--- config.mk ---
export PLATFORM = sky130hd
export DESIGN_NAME = radio_bridge_key_control_flat
export DESIGN_NICKNAME = d
export VERILOG_FILES = /design/src/rtl/rbkc_pkg.sv /design/src/rtl/rbkc_if.sv /design/src/rtl/rbkc_cfg_regs.sv /design/src/rtl/radio_bridge_key_control.sv /design/src/flat_wrapper.sv
export SDC_FILE = /design/constraint.sdc
export NUM_CORES = 1
export LEC_CHECK = 0
export ABC_AREA = 1
export BUFFER_PORTS_ARGS = -buffer_cell sky130_fd_sc_hd__buf_4
export CORE_ASPECT_RATIO = 2
export CORE_UTILIZATION = 30
export CTS_CLUSTER_SIZE = 40
export DETAILED_ROUTE_END_ITERATION = 7
export SYNTH_ARGS = -nofsm -noshare
export SYNTH_HDL_FRONTEND = slang
export SYNTH_SLANG_ARGS = --single-unit
--- constraint.sdc ---
create_clock -name clk -period 7.5 [get_ports clk]
set_clock_uncertainty 0.15 [all_clocks]
set_input_delay 1.125 -clock clk [delete_from_list [all_inputs] [get_ports clk]]
set_output_delay 1.125 -clock clk [all_outputs]
set_load 0.005 [all_outputs]
--- src/rtl/rbkc_pkg.sv ---
`timescale 1ns / 1ps
// ----------------------------------------------------------------------------
// rbkc_pkg: shared definitions for the radio bridge key control
// Field widths, register map, reset values, event codes and sequencer states.
// ----------------------------------------------------------------------------
package rbkc_pkg;

    // Payload widths fixed by the event and result formats.
    localparam int MODE_W  = 2;
    localparam int PORT_W  = 4;
    localparam int TIME_W  = 32;
    localparam int CNT_W   = 5;
    localparam int DELAY_W = 16;

    // The port field can address at most this many ports.
    localparam int PORT_LIMIT        = 16;
    localparam int DEFAULT_NUM_PORTS = 16;

    // Configuration port.
    localparam int PADDR_W = 3;
    localparam int PDATA_W = 32;

    // Register indexes (byte address divided by four).
    localparam logic REG_PORT_COUNT = 1'b0;
    localparam logic REG_HANG_DELAY = 1'b1;

    // Register reset values.
    localparam logic [CNT_W-1:0]   PORT_COUNT_RST = CNT_W'(3);
    localparam logic [DELAY_W-1:0] HANG_DELAY_RST = DELAY_W'(40);

    // Above this many ports in use the bridge runs mix-minus keying.
    localparam logic [CNT_W-1:0] MIX_MIN_PORTS = CNT_W'(2);

    // Event kinds.
    localparam logic [MODE_W-1:0] MODE_VOICE = 2'd0;
    localparam logic [MODE_W-1:0] MODE_KEY   = 2'd1;
    localparam logic [MODE_W-1:0] MODE_UNKEY = 2'd2;

    // Configuration seen by the keying sequencer.
    typedef struct packed {
        logic [CNT_W-1:0]   port_count;
        logic [DELAY_W-1:0] hang_delay_ms;
    } rbkc_cfg_t;

    // Sequencer states.
    typedef enum logic [1:0] {
        ST_IDLE,
        ST_DECIDE,
        ST_WALK,
        ST_FLUSH
    } rbkc_state_t;

endpackage

--- src/rtl/rbkc_if.sv ---
`timescale 1ns / 1ps
// ----------------------------------------------------------------------------
// rbkc_if: valid/ready channels of the radio bridge key control
// One channel carries keying events in, the other carries transmitter commands.
// ----------------------------------------------------------------------------
interface rbkc_evt_if;
    import rbkc_pkg::*;

    logic              valid;
    logic              ready;
    logic [MODE_W-1:0] mode;
    logic [PORT_W-1:0] port;
    logic [TIME_W-1:0] time_ms;

    modport source (output valid, output mode, output port, output time_ms, input ready);
    modport sink   (input valid, input mode, input port, input time_ms, output ready);
endinterface

interface rbkc_res_if;
    import rbkc_pkg::*;

    logic              valid;
    logic              ready;
    logic [PORT_W-1:0] target_port;
    logic              key_on;
    logic              last;

    modport source (output valid, output target_port, output key_on, output last,
                    input ready);
    modport sink   (input valid, input target_port, input key_on, input last,
                    output ready);
endinterface

--- src/rtl/rbkc_cfg_regs.sv ---
`timescale 1ns / 1ps
// ----------------------------------------------------------------------------
// rbkc_cfg_regs: configuration registers
// APB-style register file holding the port count and the hang delay.
// ----------------------------------------------------------------------------
module rbkc_cfg_regs (
    input  logic                      clk,
    input  logic                      rst_n,
    input  logic                      psel,
    input  logic                      penable,
    input  logic                      pwrite,
    input  logic [rbkc_pkg::PADDR_W-1:0] paddr,
    input  logic [rbkc_pkg::PDATA_W-1:0] pwdata,
    output logic [rbkc_pkg::PDATA_W-1:0] prdata,
    output logic                      pready,
    output rbkc_pkg::rbkc_cfg_t       cfg
);
    import rbkc_pkg::*;

    logic [CNT_W-1:0]   port_count_reg;
    logic [DELAY_W-1:0] hang_delay_reg;
    logic               wr_en;
    logic               reg_sel;

    // pready is tied high, so the access phase never inserts wait states.
    assign pready  = 1'b1;
    assign wr_en   = psel & penable & pwrite;
    assign reg_sel = paddr[2];

    // Register writes.
    always_ff @(posedge clk or negedge rst_n)
    begin
        if (!rst_n)
        begin
            port_count_reg <= PORT_COUNT_RST;
            hang_delay_reg <= HANG_DELAY_RST;
        end
        else if (wr_en)
        begin
            case (reg_sel)
                REG_PORT_COUNT: port_count_reg <= pwdata[CNT_W-1:0];
                REG_HANG_DELAY: hang_delay_reg <= pwdata[DELAY_W-1:0];
                default:        port_count_reg <= port_count_reg;
            endcase
        end
    end

    // Read data.
    always_comb
    begin
        case (reg_sel)
            REG_PORT_COUNT: prdata = PDATA_W'(port_count_reg);
            REG_HANG_DELAY: prdata = PDATA_W'(hang_delay_reg);
            default:        prdata = '0;
        endcase
    end

    assign cfg.port_count    = port_count_reg;
    assign cfg.hang_delay_ms = hang_delay_reg;

endmodule

--- src/rtl/radio_bridge_key_control.sv ---
`timescale 1ns / 1ps
// ----------------------------------------------------------------------------
// radio_bridge_key_control: transmitter keying for a multi-port radio bridge
// Takes key, unkey and voice events and issues key or unkey commands per port.
// ----------------------------------------------------------------------------
// Usage:
//   evt (sink) takes one event per transfer: mode, port and time_ms.
//   res (source) gives transmitter commands: target_port, key_on, and last
//   set on the final command of an event. An event with no command gives no
//   transfer on res. Registers port_count and hang_delay_ms sit on the APB
//   port at byte addresses 0 and 4; write them only while the block is idle.
//   Timing: evt.ready is high only while the sequencer is idle. An event is
//   accepted, then updates the port state, then the sequencer walks the ports
//   in use one by one, and a flush step hands off the final command. Events
//   that start no walk (an ignored event; with mix-minus keying an unkey or
//   a voice frame that ends no hang; without it any voice frame) return to
//   idle after the decision. The walk is set by the single shared evaluation
//   unit that checks one port a cycle while no stalled command holds it.
//   A command waits in an output register; when the receiver stalls, the walk
//   holds at the next port that changes, or at the final hand-off, until that
//   register is taken. Reset clears the receive, hang and keyed flags of every
//   port and loads port_count 3, hang_delay_ms 40.
// ----------------------------------------------------------------------------
module radio_bridge_key_control #(
    parameter int NUM_PORTS = rbkc_pkg::DEFAULT_NUM_PORTS
) (
    input  logic                         clk,
    input  logic                         rst_n,
    input  logic                         psel,
    input  logic                         penable,
    input  logic                         pwrite,
    input  logic [rbkc_pkg::PADDR_W-1:0] paddr,
    input  logic [rbkc_pkg::PDATA_W-1:0] pwdata,
    output logic [rbkc_pkg::PDATA_W-1:0] prdata,
    output logic                         pready,
    rbkc_evt_if.sink                     evt,
    rbkc_res_if.source                   res
);
    import rbkc_pkg::*;

    // Ports that can actually be stored and addressed.
    localparam int NP    = (NUM_PORTS > PORT_LIMIT) ? PORT_LIMIT : NUM_PORTS;
    localparam int IDX_W = (NP > 1) ? $clog2(NP) : 1;

    rbkc_cfg_t   cfg;
    rbkc_state_t state_reg, state_next;

    // Event captured at acceptance.
    logic [MODE_W-1:0] mode_reg;
    logic [PORT_W-1:0] port_reg;
    logic [TIME_W-1:0] time_reg;

    // Per-port state.
    logic [NP-1:0]     recv_reg, recv_next;
    logic [NP-1:0]     hang_reg, hang_next;
    logic [NP-1:0]     txk_reg, txk_next;
    logic [TIME_W-1:0] hang_start_reg [NP];
    logic              hs_we;

    // Walk counter and the command held back until the next one is known.
    logic [IDX_W-1:0]  idx_reg, idx_next;
    logic              pend_valid_reg, pend_valid_next;
    logic [IDX_W-1:0]  pend_port_reg, pend_port_next;
    logic              pend_on_reg, pend_on_next;

    // Output register.
    logic              out_valid_reg, out_valid_next;
    logic [IDX_W-1:0]  out_port_reg, out_port_next;
    logic              out_on_reg, out_on_next;
    logic              out_last_reg, out_last_next;

    logic [CNT_W-1:0]  n_eff;
    logic              mix;
    logic [NP-1:0]     use_mask;
    logic [NP-1:0]     others;
    logic              other_bit;
    logic              step_emit;
    logic              step_on;
    logic              walk_end;
    logic              out_free;
    logic              accept;
    logic [IDX_W-1:0]  pidx;
    logic              ignore;
    logic [TIME_W-1:0] elapsed;
    logic              hang_done;

    rbkc_cfg_regs u_cfg_regs (
        .clk     (clk),
        .rst_n   (rst_n),
        .psel    (psel),
        .penable (penable),
        .pwrite  (pwrite),
        .paddr   (paddr),
        .pwdata  (pwdata),
        .prdata  (prdata),
        .pready  (pready),
        .cfg     (cfg)
    );

    // Ports in use and the keying mode.
    assign n_eff = (cfg.port_count > CNT_W'(NP)) ? CNT_W'(NP) : cfg.port_count;
    assign mix   = n_eff > MIX_MIN_PORTS;

    // Shared evaluation unit: keying of the port under the walk counter.
    always_comb
    begin
        for (int i = 0; i < NP; i++)
        begin
            use_mask[i] = CNT_W'(i) < n_eff;
            others[i]   = (recv_reg[i] | hang_reg[i]) & use_mask[i] &
                          (IDX_W'(i) != idx_reg);
        end
    end

    assign other_bit = |others;
    assign step_emit = mix ? (other_bit != txk_reg[idx_reg])
                           : (idx_reg != port_reg[IDX_W-1:0]);
    assign step_on   = mix ? other_bit : (mode_reg == MODE_KEY);
    assign walk_end  = CNT_W'(idx_reg) == (n_eff - CNT_W'(1));

    // Event decode.
    assign pidx      = port_reg[IDX_W-1:0];
    assign ignore    = (CNT_W'(port_reg) >= n_eff) ||
                       !(mode_reg inside {MODE_VOICE, MODE_KEY, MODE_UNKEY});
    assign elapsed   = time_reg - hang_start_reg[pidx];
    assign hang_done = !recv_reg[pidx] && hang_reg[pidx] &&
                       (elapsed >= TIME_W'(cfg.hang_delay_ms));

    assign out_free  = !out_valid_reg || res.ready;
    assign accept    = evt.valid && evt.ready;

    assign evt.ready       = (state_reg == ST_IDLE);
    assign res.valid       = out_valid_reg;
    assign res.target_port = PORT_W'(out_port_reg);
    assign res.key_on      = out_on_reg;
    assign res.last        = out_last_reg;

    // Sequencer: next state and register updates.
    always_comb
    begin
        state_next      = state_reg;
        recv_next       = recv_reg;
        hang_next       = hang_reg;
        txk_next        = txk_reg;
        hs_we           = 1'b0;
        idx_next        = idx_reg;
        pend_valid_next = pend_valid_reg;
        pend_port_next  = pend_port_reg;
        pend_on_next    = pend_on_reg;
        out_valid_next  = out_valid_reg && !res.ready;
        out_port_next   = out_port_reg;
        out_on_next     = out_on_reg;
        out_last_next   = out_last_reg;

        case (state_reg)
            ST_IDLE:
            begin
                if (accept)
                begin
                    state_next = ST_DECIDE;
                end
            end

            ST_DECIDE:
            begin
                idx_next   = '0;
                state_next = ST_IDLE;
                if (!ignore)
                begin
                    if (mix)
                    begin
                        case (mode_reg)
                            MODE_KEY:
                            begin
                                recv_next[pidx] = 1'b1;
                                hang_next[pidx] = 1'b0;
                                state_next      = ST_WALK;
                            end
                            MODE_UNKEY:
                            begin
                                recv_next[pidx] = 1'b0;
                                hang_next[pidx] = 1'b1;
                                hs_we           = 1'b1;
                            end
                            MODE_VOICE:
                            begin
                                if (hang_done)
                                begin
                                    hang_next[pidx] = 1'b0;
                                    state_next      = ST_WALK;
                                end
                            end
                            default:
                            begin
                                state_next = ST_IDLE;
                            end
                        endcase
                    end
                    else if (mode_reg != MODE_VOICE)
                    begin
                        state_next = ST_WALK;
                    end
                end
            end

            ST_WALK:
            begin
                // A change is held until the next one shows it is not the last.
                if (!step_emit || !pend_valid_reg || out_free)
                begin
                    if (step_emit)
                    begin
                        if (pend_valid_reg)
                        begin
                            out_valid_next = 1'b1;
                            out_port_next  = pend_port_reg;
                            out_on_next    = pend_on_reg;
                            out_last_next  = 1'b0;
                        end
                        pend_valid_next = 1'b1;
                        pend_port_next  = idx_reg;
                        pend_on_next    = step_on;
                        if (mix)
                        begin
                            txk_next[idx_reg] = step_on;
                        end
                    end
                    if (walk_end)
                    begin
                        state_next = ST_FLUSH;
                    end
                    else
                    begin
                        idx_next = idx_reg + IDX_W'(1);
                    end
                end
            end

            ST_FLUSH:
            begin
                if (!pend_valid_reg)
                begin
                    state_next = ST_IDLE;
                end
                else if (out_free)
                begin
                    out_valid_next  = 1'b1;
                    out_port_next   = pend_port_reg;
                    out_on_next     = pend_on_reg;
                    out_last_next   = 1'b1;
                    pend_valid_next = 1'b0;
                    state_next      = ST_IDLE;
                end
            end

            default:
            begin
                state_next = ST_IDLE;
            end
        endcase
    end

    // Control registers.
    always_ff @(posedge clk or negedge rst_n)
    begin
        if (!rst_n)
        begin
            state_reg      <= ST_IDLE;
            recv_reg       <= '0;
            hang_reg       <= '0;
            txk_reg        <= '0;
            idx_reg        <= '0;
            pend_valid_reg <= 1'b0;
            out_valid_reg  <= 1'b0;
        end
        else
        begin
            state_reg      <= state_next;
            recv_reg       <= recv_next;
            hang_reg       <= hang_next;
            txk_reg        <= txk_next;
            idx_reg        <= idx_next;
            pend_valid_reg <= pend_valid_next;
            out_valid_reg  <= out_valid_next;
        end
    end

    // Payload registers.
    always_ff @(posedge clk)
    begin
        if (accept)
        begin
            mode_reg <= evt.mode;
            port_reg <= evt.port;
            time_reg <= evt.time_ms;
        end
        pend_port_reg <= pend_port_next;
        pend_on_reg   <= pend_on_next;
        out_port_reg  <= out_port_next;
        out_on_reg    <= out_on_next;
        out_last_reg  <= out_last_next;
    end

    // Hang start times; only read while the port's hang is active.
    always_ff @(posedge clk)
    begin
        if (hs_we)
        begin
            hang_start_reg[pidx] <= time_reg;
        end
    end

endmodule
--- src/flat_wrapper.sv ---
// flat-port wrapper written by rule: the top's interface ports become plain ports
module radio_bridge_key_control_flat import rbkc_pkg::*;
#(
    parameter int NUM_PORTS = rbkc_pkg::DEFAULT_NUM_PORTS
)
  (clk, rst_n, psel, penable, pwrite, paddr, pwdata, prdata, pready, evt_valid, evt_mode, evt_port, evt_time_ms, evt_ready, res_valid, res_target_port, res_key_on, res_last, res_ready);
  rbkc_evt_if evt_i ();
  rbkc_res_if res_i ();
  input  logic clk;
  input  logic rst_n;
  input  logic psel;
  input  logic penable;
  input  logic pwrite;
  input  logic [rbkc_pkg::PADDR_W-1:0] paddr;
  input  logic [rbkc_pkg::PDATA_W-1:0] pwdata;
  output logic [rbkc_pkg::PDATA_W-1:0] prdata;
  output logic pready;
  input wire logic [$bits(evt_i.valid)-1:0] evt_valid;
  input wire logic [$bits(evt_i.mode)-1:0] evt_mode;
  input wire logic [$bits(evt_i.port)-1:0] evt_port;
  input wire logic [$bits(evt_i.time_ms)-1:0] evt_time_ms;
  output wire logic [$bits(evt_i.ready)-1:0] evt_ready;
  output wire logic [$bits(res_i.valid)-1:0] res_valid;
  output wire logic [$bits(res_i.target_port)-1:0] res_target_port;
  output wire logic [$bits(res_i.key_on)-1:0] res_key_on;
  output wire logic [$bits(res_i.last)-1:0] res_last;
  input wire logic [$bits(res_i.ready)-1:0] res_ready;
  assign evt_i.valid = evt_valid;
  assign evt_i.mode = evt_mode;
  assign evt_i.port = evt_port;
  assign evt_i.time_ms = evt_time_ms;
  assign evt_ready = evt_i.ready;
  assign res_valid = res_i.valid;
  assign res_target_port = res_i.target_port;
  assign res_key_on = res_i.key_on;
  assign res_last = res_i.last;
  assign res_i.ready = res_ready;
  radio_bridge_key_control #(.NUM_PORTS(NUM_PORTS)) u_core (.clk(clk), .rst_n(rst_n), .psel(psel), .penable(penable), .pwrite(pwrite), .paddr(paddr), .pwdata(pwdata), .prdata(prdata), .pready(pready), .evt(evt_i), .res(res_i));
endmodule
==> metrics <==
critical path class reg -> reg; flip-flop count of the largest register after layout 512; Max VDD drop 0.508 mV; status complete, no violations; GRT Util Overall 16.4%; DRC Markers 0; largest family of logic cells by synthesized area simple AND/OR/NAND/NOR gates; Resized Gates After CTS 0; WP buf/inv 5; TritonCTS clock tree yes; Synth Area in Compound Gates 11.5%; critical path endpoint category register; Int Power 7.22 mW; antenna fix cells 0; Final Non-Filler Cells 4,090; Post-CTS Setup Inserts 0; Power Density 371 mW/mm^2; Mapped Area 0.0293 sq mm; TNS Setup 0 ps; switching portion of total power 41.2%; port bufs 85; Startpoint Class register; global-route wire length before repair 124,000 um; Reg power frac 37.3%; # IOs 121; Initial Utilization 30.4%; most used cell along the critical path nand2_1; root buffer cell clkbuf_16; Post-Syn Instances 2,781; die width 223 um; Adder-Cell Fraction of Synth Area 2.76%; largest net degree at the start of global routing 173; filler cell count 9,478; Die Footprint 0.0991 sq mm; final HPWL from detailed placement 52,500 um; antenna violations before repair 1; peak fanout along the critical path 95; clk slew on worst S/H paths 90 ps; CP top delay family simple AND/OR/NAND/NOR gates; Crit path required time 7900 ps; Maximum Capacitance Violations 0; CTS Buffer Depth 3; RSZ-0062 raised after global routing no; Pre-antenna DRT Iters 5; Seq/Total Area, Yosys 64.3%; flop-to-flop setup slack 1550 ps; routed vias 20,700; crit path DAT 6350 ps; Cells after DPL 3,998; post-route minimum period 5950 ps; drt initial violations 1,344; post-synthesis simple-gate area fraction 15.0%; Core ar. 0.0965 sq mm; setup violators final 0; Crit-path slowest cell dfxtp_4; Worst path depth 30; Site Rows 161; cts bufs inserted 49; CTS Hold Bufs 0; Worst-Margin Slew 1060 ps; Vias/cell 5.06; WHS 326 ps; async set-reset flop share out of synthesis 12.0%; Fmax achieved 0.168 GHz; post-synthesis mux area share 0%; GR Overflow Total 0; slew margin rel. 29.3%; Post-synth EDFFs 561; Logic pwr share 40.2%; Hold Crit Class reg -> reg; number of global-route vias before repair 20,900; final WL 82,300 um; TritonCTS Sinks 642; largest stage delay on the critical path 680 ps; Net Sw Power 5.05 mW; Synth Area in XOR/XNOR 0.657%; top_reg_cell synth edfxtp_1; Final Max Slew Viols 0; worst-case reg-to-reg path depth 30; syn avg cell area 10.5 sq um; Nets 2,971; Final period util 79.4%; register bit total from synthesis 642; count of cell types in the netlist 54; clk_lat worst skew 620 ps; Hold Startpoint u_core.txk_reg[6]; wire per inst 20.1 um; Chip Height 444 um; clock power share 22.5%; share of layout cells above drive strength 1 9.41%; Syn. warnings 0; LEAKAGE 12.6 nW; Hold Violations, Final 0; antenna-violating nets left 0; CTS H-Tree Depth 2; gp weighted congestion 0.933; Area Growth Syn to Fin 12.7%
through the flow:
stage          setup slack (ps)  util [%]  instance area, sq um  power (mW)
3_5_place_dp               1640      32.5                 31400        9.57
3_3_place_gp               1710      32.5                 31400        9.52
6_report                   1550      34.3                 33100        12.3
2_1_floorplan              2510         -                 29400        7.94
5_1_grt                     992      34.3                 33100        13.0
4_1_cts                    1600      34.3                 33100        12.3
power by group through the flow:
stage,clock [mW],sequential [mW],combinational [mW]
3_5_place_dp,0,4.66,4.92
6_report,2.76,4.58,4.93
2_1_floorplan,0,4.46,3.49
5_1_grt,2.91,4.62,5.51
3_3_place_gp,0,4.65,4.86
4_1_cts,2.80,4.58,4.95
layer usage:
layer  share of wire, %  up-vias  track usage, %
met5              0.016        -               0
met2                 54      607            31.5
li1                   -     9770               -
met1                 36    10100            16.7
met4                6.9        2            10.9
met3                3.5      250            1.47
area by class of cell:
cell class	instances	area, sq um	share of cell area, %
clock buffers	53	1290	3.91
clock inverters	39	374	1.13
inverters	265	1000	3.03
multi-input cells	1734	8920	27.0
flip-flops and latches	642	18900	57.1
well taps	1222	1530	4.63
repair buffers	135	1060	3.22
tightest hold or removal path: stages, from the launching register on:
cell and delay, ps:
dfrtp_1 350, nand2_1 50, nand2_1 50
worst min-delay path by stage:
stage	end	slack, ps	cells past startpoint
global route	u_core.txk_reg[10]	340	2
finish	u_core.txk_reg[6]	330	2
floorplan	u_core.res.key_on	250	0
global placement	u_core.txk_reg[12]	300	2
detailed placement	u_core.txk_reg[6]	310	2
CTS	u_core.txk_reg[10]	330	2
cell usage after synthesis, types with 5 or more instances:
master / number / share of area, %
edfxtp_1: 561 / 57
nand2_1: 492 / 6.3
nor2_1: 383 / 4.9
o21ai_0: 285 / 4.9
inv_1: 258 / 3.3
nand3_1: 124 / 2.1
clkbuf_1: 111 / 1.4
o221ai_1: 90 / 2.7
dfrtp_1: 73 / 6.2
ha_1: 63 / 2.7
a21oi_1: 62 / 1.1
o211ai_1: 42 / 1.1
o22ai_1: 41 / 0.87
nand4_1: 31 / 0.66
buf_4: 19 / 0.49
nor3_1: 19 / 0.32
xor2_1: 18 / 0.54
buf_2: 14 / 0.24
buf_1: 7 / 0.090
a22oi_1: 6 / 0.15
inv_2: 6 / 0.077
nor2_2: 6 / 0.13
o21ai_1: 6 / 0.10
a31oi_1: 5 / 0.11
kinds of logic (layout without fill, tap and decap cells):
logic type / count (synthesis) / in the layout
xor gates and xnor gates: 22 / 22
DFF: 642 / 642
other: 2 / 17
adders and majority gates: 64 / 64
and+or+nand+nor: 1075 / 1075
AOI/OAI and AO/OA: 556 / 556
buffers and inverters: 420 / 492
placed cells by master, fill, tap and decap left out, types with 4 or more instances in the layout:
cell        count
o221ai_1       90
o21ai_1         6
nand2_1       492
a21oi_1        62
dfrtp_1        73
o211ai_1       42
nor2_1        378
o22ai_1        41
nand4_1        31
clkinvlp_4      4
nor2_4          5
conb_1         17
edfxtp_1      561
a22oi_1         6
inv_6           8
nor3_1         10
clkbuf_16      51
inv_2           8
nand3_1       124
xnor2_1         4
clkinv_4        4
a31oi_1         5
clkinv_2       10
nand2_2         4
xor2_1         18
nor3_4          4
nor3_2          9
o21ai_0       285
clkinv_1        9
buf_12          4
nor2_2          6
inv_1         254
bufinv_16       5
ha_1           63
buf_4         131
dfstp_2         4
No activity file was read; power rests on OpenSTA's default activity.
